==> config.mk <==
export PLATFORM = sky130hd
export DESIGN_NAME = source_char_tokenizer
export DESIGN_NICKNAME = d
export VERILOG_FILES = /design/src/rtl/core/sct_pkg.sv /design/src/rtl/core/sct_front.sv /design/src/rtl/core/sct_queue.sv /design/src/rtl/core/source_char_tokenizer.sv
export SDC_FILE = /design/constraint.sdc
export NUM_CORES = 2
export LEC_CHECK = 0
export BUFFER_PORTS_ARGS = -buffer_cell sky130_fd_sc_hd__buf_2
export CORE_ASPECT_RATIO = 0.8
export CORE_UTILIZATION = 40
export CTS_CLUSTER_DIAMETER = 150
export CTS_CLUSTER_SIZE = 24
export DETAILED_ROUTE_END_ITERATION = 8
export GPL_TIMING_DRIVEN = 0
export PLACE_DENSITY = 0.59
export REMOVE_ABC_BUFFERS = 1
export SKIP_LAST_GASP = 1
export SLEW_MARGIN = 20
export SYNTH_ARGS = -nofsm -noshare
export SYNTH_HDL_FRONTEND = slang
export SYNTH_SLANG_ARGS = --single-unit
==> constraint.sdc <==
create_clock -name clk -period 13.7 [get_ports clk]
set_input_delay 1.37 -clock clk [delete_from_list [all_inputs] [get_ports clk]]
set_output_delay 1.37 -clock clk [all_outputs]
set_load 0.01 [all_outputs]
==> src/rtl/core/sct_pkg.sv <==
package sct_pkg;

  localparam int TOKW = 21;
  localparam int VALW = 63;
  localparam int QDEPTH = 4;
  localparam int QAW = $clog2(QDEPTH);
  localparam int QCW = $clog2(QDEPTH + 1);

  localparam logic [3:0] K_EOF    = 4'd0;
  localparam logic [3:0] K_NL     = 4'd1;
  localparam logic [3:0] K_IDENT  = 4'd2;
  localparam logic [3:0] K_INT    = 4'd3;
  localparam logic [3:0] K_LPAREN = 4'd4;
  localparam logic [3:0] K_RPAREN = 4'd5;
  localparam logic [3:0] K_LBRACE = 4'd6;
  localparam logic [3:0] K_RBRACE = 4'd7;
  localparam logic [3:0] K_EQ     = 4'd8;
  localparam logic [3:0] K_ARROW  = 4'd9;
  localparam logic [3:0] K_ERR    = 4'd10;

  localparam logic [1:0] E_NONE     = 2'd0;
  localparam logic [1:0] E_OVERFLOW = 2'd1;
  localparam logic [1:0] E_CHAR     = 2'd2;
  localparam logic [1:0] E_LONG     = 2'd3;

  typedef struct packed {
    logic [3:0]      kind;
    logic [1:0]      code;
    logic [TOKW-1:0] line;
    logic [TOKW-1:0] start;
    logic [TOKW-1:0] length;
    logic [VALW-1:0] value;
    logic            last;
  } token_t;

  typedef struct packed {
    logic [1:0] count;
    token_t     tok0;
    token_t     tok1;
  } push_t;

endpackage

==> src/rtl/core/sct_front.sv <==
module sct_front import sct_pkg::*; #(
  parameter int MAX_SOURCE = 1048576,
  parameter int PW = 21
) (
  input  logic       clk,
  input  logic       rst,
  input  logic       accept,
  input  logic [7:0] source_byte,
  output push_t      push
);

  localparam logic [2:0] M_IDLE    = 3'd0;
  localparam logic [2:0] M_COMMENT = 3'd1;
  localparam logic [2:0] M_INT     = 3'd2;
  localparam logic [2:0] M_IDENT   = 3'd3;
  localparam logic [2:0] M_BANG    = 3'd4;
  localparam logic [2:0] M_MINUS   = 3'd5;
  localparam logic [2:0] M_HALT    = 3'd6;

  logic [2:0]      mode, mode_next;
  logic [PW-1:0]   pos, pos_next;
  logic [PW-1:0]   line, line_next;
  logic [PW-1:0]   pstart, pstart_next;
  logic [PW-1:0]   pline, pline_next;
  logic [VALW-1:0] acc, acc_next;

  logic [2:0]      f_mode;
  logic [PW-1:0]   f_pos, f_line, f_pstart, f_pline;
  logic [VALW-1:0] f_acc;
  logic            f_valid;
  token_t          f_tok;

  logic            p_valid, use_fresh;
  token_t          p_tok;

  logic            c_digit, c_alpha, c_word;
  logic [3:0]      digit;
  logic [VALW+3:0] acc_mac;

  function automatic token_t make_tok(logic [3:0] kind, logic [1:0] code,
                                      logic [PW-1:0] ln, logic [PW-1:0] st,
                                      logic [PW-1:0] len, logic [VALW-1:0] val);
    token_t t;
    t.kind   = kind;
    t.code   = code;
    t.line   = ln[TOKW-1:0];
    t.start  = st[TOKW-1:0];
    t.length = len[TOKW-1:0];
    t.value  = val;
    t.last   = 1'b0;
    return t;
  endfunction

  assign c_digit = source_byte inside {[8'h30:8'h39]};
  assign c_alpha = source_byte inside {[8'h41:8'h5a], [8'h61:8'h7a]};
  assign c_word  = c_digit || c_alpha || (source_byte == 8'h5f);
  assign digit   = source_byte[3:0];
  assign acc_mac = ({4'b0, acc} << 3) + ({4'b0, acc} << 1) + {{VALW{1'b0}}, digit};

  // byte with no token pending
  always_comb begin
    f_mode   = M_IDLE;
    f_pos    = pos + PW'(1);
    f_line   = line;
    f_pstart = pstart;
    f_pline  = pline;
    f_acc    = acc;
    f_valid  = 1'b0;
    f_tok    = make_tok(K_ERR, E_CHAR, line, pos, '0, '0);
    case (source_byte)
      8'h00: begin
        f_valid = 1'b1;
        f_tok   = make_tok(K_EOF, E_NONE, line, pos, '0, '0);
        f_mode  = M_HALT;
        f_pos   = pos;
      end
      8'h0a: begin
        f_valid = 1'b1;
        f_tok   = make_tok(K_NL, E_NONE, line, pos, PW'(1), '0);
        f_line  = line + PW'(1);
      end
      8'h20, 8'h09, 8'h0d: begin
      end
      8'h23: f_mode = M_COMMENT;
      8'h28, 8'h29, 8'h7b, 8'h7d, 8'h3d: begin
        f_valid = 1'b1;
        case (source_byte)
          8'h28:   f_tok = make_tok(K_LPAREN, E_NONE, line, pos, PW'(1), '0);
          8'h29:   f_tok = make_tok(K_RPAREN, E_NONE, line, pos, PW'(1), '0);
          8'h7b:   f_tok = make_tok(K_LBRACE, E_NONE, line, pos, PW'(1), '0);
          8'h7d:   f_tok = make_tok(K_RBRACE, E_NONE, line, pos, PW'(1), '0);
          default: f_tok = make_tok(K_EQ, E_NONE, line, pos, PW'(1), '0);
        endcase
      end
      default: begin
        if (c_word || source_byte == 8'h2d) begin
          f_pstart = pos;
          f_pline  = line;
          if (c_digit) begin
            f_mode = M_INT;
            f_acc  = {{(VALW-4){1'b0}}, digit};
          end else if (source_byte == 8'h2d) begin
            f_mode = M_MINUS;
          end else begin
            f_mode = M_IDENT;
          end
        end else begin
          f_valid = 1'b1;
          f_mode  = M_HALT;
          f_pos   = pos;
        end
      end
    endcase
  end

  always_comb begin
    mode_next   = mode;
    pos_next    = pos;
    line_next   = line;
    pstart_next = pstart;
    pline_next  = pline;
    acc_next    = acc;
    p_valid     = 1'b0;
    p_tok       = make_tok(K_ERR, E_CHAR, line, pos, '0, '0);
    use_fresh   = 1'b0;
    if (mode == M_HALT) begin
    end else if (source_byte != 8'h00 && pos >= PW'(MAX_SOURCE)) begin
      p_valid   = 1'b1;
      p_tok     = make_tok(K_ERR, E_LONG, line, pos, '0, '0);
      mode_next = M_HALT;
    end else begin
      case (mode)
        M_IDLE: use_fresh = 1'b1;
        M_COMMENT: begin
          if (source_byte == 8'h0a || source_byte == 8'h00) begin
            use_fresh = 1'b1;
          end else begin
            pos_next = pos + PW'(1);
          end
        end
        M_INT: begin
          if (c_digit) begin
            if (acc_mac[VALW+3:VALW] != 4'd0) begin
              p_valid   = 1'b1;
              p_tok     = make_tok(K_ERR, E_OVERFLOW, line, pstart, '0, '0);
              mode_next = M_HALT;
            end else begin
              acc_next = acc_mac[VALW-1:0];
              pos_next = pos + PW'(1);
            end
          end else begin
            p_valid   = 1'b1;
            p_tok     = make_tok(K_INT, E_NONE, pline, pstart, pos - pstart, acc);
            use_fresh = 1'b1;
          end
        end
        M_IDENT: begin
          if (c_word) begin
            pos_next = pos + PW'(1);
          end else if (source_byte == 8'h21) begin
            mode_next = M_BANG;
            pos_next  = pos + PW'(1);
          end else begin
            p_valid   = 1'b1;
            p_tok     = make_tok(K_IDENT, E_NONE, pline, pstart, pos - pstart, '0);
            use_fresh = 1'b1;
          end
        end
        M_BANG: begin
          p_valid = 1'b1;
          if (source_byte == 8'h3d) begin
            p_tok = make_tok(K_IDENT, E_NONE, pline, pstart,
                             pos - PW'(1) - pstart, '0);
          end else begin
            p_tok     = make_tok(K_IDENT, E_NONE, pline, pstart, pos - pstart, '0);
            use_fresh = 1'b1;
          end
        end
        M_MINUS: begin
          if (source_byte == 8'h3e) begin
            p_valid   = 1'b1;
            p_tok     = make_tok(K_ARROW, E_NONE, pline, pstart, PW'(2), '0);
            mode_next = M_IDLE;
            pos_next  = pos + PW'(1);
          end else begin
            p_valid   = 1'b1;
            p_tok     = make_tok(K_ERR, E_CHAR, line, pstart, '0, '0);
            mode_next = M_HALT;
          end
        end
        default: mode_next = M_HALT;
      endcase
      if (use_fresh) begin
        mode_next   = f_mode;
        pos_next    = f_pos;
        line_next   = f_line;
        pstart_next = f_pstart;
        pline_next  = f_pline;
        acc_next    = f_acc;
      end
    end
  end

  // bang followed by equals: error at the bang after the ident
  logic   bang_err;
  token_t second_tok;
  logic   second_valid;

  assign bang_err     = (mode == M_BANG) && p_valid && !use_fresh && (p_tok.kind == K_IDENT);
  assign second_valid = bang_err || (use_fresh && f_valid);

  always_comb begin
    second_tok = f_tok;
    if (bang_err) begin
      second_tok = make_tok(K_ERR, E_CHAR, line, pos - PW'(1), '0, '0);
    end
  end

  always_comb begin
    push.count = 2'd0;
    push.tok0  = second_tok;
    push.tok1  = second_tok;
    if (accept) begin
      if (p_valid) begin
        push.tok0 = p_tok;
        if (second_valid) begin
          push.count     = 2'd2;
          push.tok1.last = 1'b1;
        end else begin
          push.count     = 2'd1;
          push.tok0.last = 1'b1;
        end
      end else if (second_valid) begin
        push.count     = 2'd1;
        push.tok0.last = 1'b1;
      end
    end
  end

  always_ff @(posedge clk) begin
    if (rst) begin
      mode   <= M_IDLE;
      pos    <= '0;
      line   <= PW'(1);
      pstart <= '0;
      pline  <= PW'(1);
      acc    <= '0;
    end else if (accept) begin
      mode   <= bang_err ? M_HALT : mode_next;
      pos    <= pos_next;
      line   <= line_next;
      pstart <= pstart_next;
      pline  <= pline_next;
      acc    <= acc_next;
    end
  end

endmodule

==> src/rtl/core/sct_queue.sv <==
module sct_queue import sct_pkg::*; (
  input  logic   clk,
  input  logic   rst,
  input  push_t  push,
  output logic   room,
  output logic   out_valid,
  input  logic   out_stall,
  output token_t head
);

  token_t           q [QDEPTH];
  logic [QAW-1:0]   wptr, rptr;
  logic [QCW-1:0]   count;
  logic             pop;

  assign room      = count <= QCW'(QDEPTH - 2);
  assign out_valid = count != '0;
  assign pop       = out_valid && !out_stall;
  assign head      = q[rptr];

  always_ff @(posedge clk) begin
    if (push.count != 2'd0) begin
      q[wptr] <= push.tok0;
    end
    if (push.count == 2'd2) begin
      q[wptr + QAW'(1)] <= push.tok1;
    end
  end

  always_ff @(posedge clk) begin
    if (rst) begin
      wptr  <= '0;
      rptr  <= '0;
      count <= '0;
    end else begin
      wptr  <= wptr + QAW'(push.count);
      rptr  <= rptr + QAW'(pop);
      count <= count + QCW'(push.count) - QCW'(pop);
    end
  end

endmodule

==> src/rtl/core/source_char_tokenizer.sv <==
// a token is written into the token queue when the byte that closes it is taken
// throughput: one byte per cycle while the token queue has room, else in_stall is raised;
// a byte that yields two tokens writes both into the four-entry token queue at once
// the lexer state update and the integer shift-add lie on the combinational path of each byte step
// reset: synchronous, active high; clears the lexer state and empties the queue
module source_char_tokenizer import sct_pkg::*; #(
  parameter int MAX_SOURCE = 1048576
) (
  input  logic        clk,
  input  logic        rst,
  input  logic        in_valid,
  output logic        in_stall,
  input  logic [7:0]  source_byte,
  output logic        out_valid,
  input  logic        out_stall,
  output logic [3:0]  token_kind,
  output logic [1:0]  error_code,
  output logic [20:0] token_line,
  output logic [20:0] token_start,
  output logic [20:0] token_length,
  output logic [62:0] int_value,
  output logic        run_last
);

  localparam int PW = ($clog2(MAX_SOURCE + 2) > TOKW) ? $clog2(MAX_SOURCE + 2) : TOKW;

  logic   room, accept;
  push_t  push;
  token_t head;

  assign in_stall = !room;
  assign accept   = in_valid && room;

  sct_front #(
    .MAX_SOURCE(MAX_SOURCE),
    .PW(PW)
  ) u_front (
    .clk(clk),
    .rst(rst),
    .accept(accept),
    .source_byte(source_byte),
    .push(push)
  );

  sct_queue u_queue (
    .clk(clk),
    .rst(rst),
    .push(push),
    .room(room),
    .out_valid(out_valid),
    .out_stall(out_stall),
    .head(head)
  );

  assign token_kind   = head.kind;
  assign error_code   = head.code;
  assign token_line   = head.line;
  assign token_start  = head.start;
  assign token_length = head.length;
  assign int_value    = head.value;
  assign run_last     = head.last;

endmodule

==> reports/qor.yml <==
yosys_warnings: 0
drive_above_1_share: 0.1376
dp_slack_ns: 4.898
fp.dieW_um: 337.6
final_cells: 4593
layout_setup_ws_ns: 5.204
crit_arrival_ns: 8.79
rr_worst_depth: 19
vias: 28150
final_util: 0.4403
async_flop_share: 0
startpoint: "source_byte[3]"
ant_nets: 0
cts_hold_buf: 0
ys.flop_type: "dfxtp_1"
antenna_found_initial: 8
synthesis.area_um2: 36040
ys_seq_area_frac: 0.4371
dr.pass1.iters: 5
cts_tree: "built"
grt_pass1_vias: 27110
cts_buffers: 34
clock_latency_ns: 0.63
p_leak_uw: 0.01425
dp_hpwl_um: 70730
cts_root_buf: "clkbuf_16"
final_nets: 3570
cts_sinks: 689
wl_per_cell_um: 22.32
finalHoldViolCount: 0
gp_congestion: 0.8980
crit_path_end_kind: "flip-flop"
worstPathRequired_ns: 14.00
p_total_uw: 4570
hp-class: "flip-flop to flip-flop"
cts.clk_slew.worst_paths_ns: 0.10
avgSynthCellArea_um2: 10.52
clockBufferDepth: 3
fin_skew_ns: 0.06327
synth_cell_types: 89
portBuffers: 146
critical_path.max_fanout: 24
syn_inst: 3425
wirelength_um: 102500
initialDrtViolationCount: 2841
placed_cells: 4543
r2r_setup_slack_ns: 5.68
fmax_ghz: 0.1177
ctsHtreeMaxLevel: 2
drv_cap: 0
grt_max_degree: 57
r2r_end: "u_queue.q[3][94]"
endpoint: "u_queue.q[3][94]"
rsz0062_at_grt: "false"
n_antenna_cell: 0
vdd_drop_max_mv: 0.1061
setup_viol: 0
min_period_over_period: 0.6202
post_cts_resized: 0
cts_setup_buffers: 0
worst_pin_slew_ns: 1.144
start_util: 0.4038
grt_pass1_wl_um: 159500
core_um2: 89270
grt_util_all_layers: 0.2199
die_h_um: 270.5
viasPerCell: 6.129
io_pins: 147
power.density_nw_per_um2: 116.3
rr_startpoint: "u_front.acc[49]"
critPathLaunchType: "primary input"
slew_violations: 0
path_class: "primary input to flip-flop"
overflow: 0
rows: 98
drc: 0
area_growth_pct: 9.039
period_needed_ns: 8.496
slew-limit-headroom: 0.2371
synth_edf_count: 196
synth_seq_cells: 689
status: "finished clean"
dieArea_um2: 91320
cells in the mapped netlist (10+ instances only):
| cell type | count | share of area |
|---|---|---|
| a21oi_1 | 243 | 0.034 |
| or4_1 | 16 | 0.0033 |
| mux4_2 | 133 | 0.083 |
| inv_1 | 78 | 0.0081 |
| a211oi_1 | 12 | 0.0025 |
| and2_1 | 18 | 0.0031 |
| nand4_1 | 28 | 0.0049 |
| buf_6 | 26 | 0.0081 |
| nor4_1 | 10 | 0.0017 |
| a311oi_1 | 22 | 0.0053 |
| a32o_1 | 258 | 0.072 |
| nor2_1 | 155 | 0.016 |
| a21o_1 | 39 | 0.0081 |
| edfxtp_1 | 196 | 0.16 |
| or3_1 | 26 | 0.0045 |
| nand2_1 | 317 | 0.033 |
| o21a_1 | 23 | 0.0048 |
| buf_2 | 46 | 0.0064 |
| and3_1 | 34 | 0.0059 |
| o22ai_1 | 112 | 0.019 |
| xnor2_1 | 99 | 0.024 |
| buf_1 | 27 | 0.0028 |
| o21ai_0 | 118 | 0.016 |
| a22o_1 | 132 | 0.032 |
| o31ai_1 | 14 | 0.0029 |
| ha_1 | 174 | 0.060 |
| nand2b_1 | 21 | 0.0036 |
| nand3_1 | 74 | 0.010 |
| a31o_2 | 10 | 0.0024 |
| clkbuf_1 | 194 | 0.020 |
| nor3_1 | 26 | 0.0036 |
| dfxtp_1 | 493 | 0.27 |
| xor2_1 | 52 | 0.013 |
| a31oi_1 | 16 | 0.0028 |
| nor2b_1 | 17 | 0.0030 |
| o21bai_1 | 23 | 0.0048 |
final cells by class:
class,count,area [um^2]
Fill cell,8554,49960
Multi-Input combinational cell,2356,18790
Sequential cell,689,15760
Timing Repair Buffer,218,1994
Tap cell,1200,1501
Clock buffer,48,924.6
Inverter,80,311.5
Clock inverter,2,17.52
placed cells by master, fill, tap and decap left out, drive strengths merged, types with 9 or more instances in the layout:
cell and count:
a211oi 15, a21o 40, a21oi 244, a22o 132
a311oi 22, a31o 10, a31oi 17, a32o 258
and2 19, and3 34, buf 218, clkbuf 48
dfxtp 493, edfxtp 196, ha 174, inv 80
mux4 133, nand2 317, nand2b 21, nand3 74
nand4 28, nor2 156, nor2b 17, nor3 28
nor4 10, o211ai 9, o21a 23, o21ai 123
o21bai 23, o22ai 112, o31ai 15, or3 31
or4 16, xnor2 99, xor2 52
stage by stage:
stage	TNS (ns)	area [um^2]	hold WS, ns
after CTS	0	39280	0.4607
final	0	39300	0.4583
after detailed placement	0	38340	0.4400
after floorplan	-613.94	34640	0.4198
after global placement	-3989.45	36870	0.4293
after global routing	0	39300	0.4806
where the power goes:
part           switching [uW]  internal (uW)
Combinational             734            439
Clock                     682            478
Sequential               46.9           2190
Total                    1460           3110
critical path: stages:
cell and delay [ns]:
buf_2 0.27, inv_1 0.20, fa_1 0.56, inv_1 0.06, fa_1 0.43, a211oi_1 0.34
o21ai_0 0.31, nand4_1 0.21, a211oi_2 0.15, a31oi_1 0.54, o31ai_4 0.20, nand4_1 0.15
nand4_1 0.37, nor2_1 0.50, o21a_1 0.19, o221ai_1 0.14, ha_1 0.36, o21ai_0 0.33
nor2_1 0.28, nor2_4 0.68, a21o_1 0.90, o22ai_1 0.18
metal layers:
| layer | up-vias | routed length, um | track usage |
|---|---|---|---|
| li1 | 13070 | - | - |
| met1 | 14090 | 49480 | 0.3322 |
| met2 | 865 | 44290 | 0.3264 |
| met3 | 126 | 6351 | 0.03039 |
| met4 | 4 | 2360 | 0.05704 |
| met5 | - | 23 | 0 |
worst min path at each step:
stage                           start                 to  cells after the start
detailed placement   u_queue.q[3][77]   u_queue.q[3][77]                      2
CTS                 u_front.pstart[3]  u_front.pstart[3]                      2
global route        u_front.pstart[4]  u_front.pstart[4]                      2
finish               u_queue.q[3][75]   u_queue.q[3][75]                      2
floorplan            u_queue.q[1][65]   u_queue.q[1][65]                      2
global placement    u_queue.q[2][127]  u_queue.q[2][127]                      2
logic make-up (layout without fill, tap and decap cells):
family | Yosys count | in the layout | share of synthesized area
flip-flops | 689 | 689 | 0.4371
buffers and inverters | 380 | 348 | 0.04732
AO/OA/AOI/OAI | 1100 | 1100 | 0.2267
multiplexers | 143 | 143 | 0.08602
adder cells (fa/ha/maj) | 179 | 179 | 0.06318
XOR/XNOR | 151 | 151 | 0.03669
AND/OR/NAND/NOR | 783 | 783 | 0.1030
state kept, by name (all words and copies together) (netlist names):
name            flops
u_front.pline      21
u_front.pstart     21
u_queue.count       3
u_front.acc        63
u_queue.q         532
u_queue.rptr        2
u_front.pos        21
u_front.mode        3
u_front.line       21
u_queue.wptr        2
(Power assumes the default switching activity.)
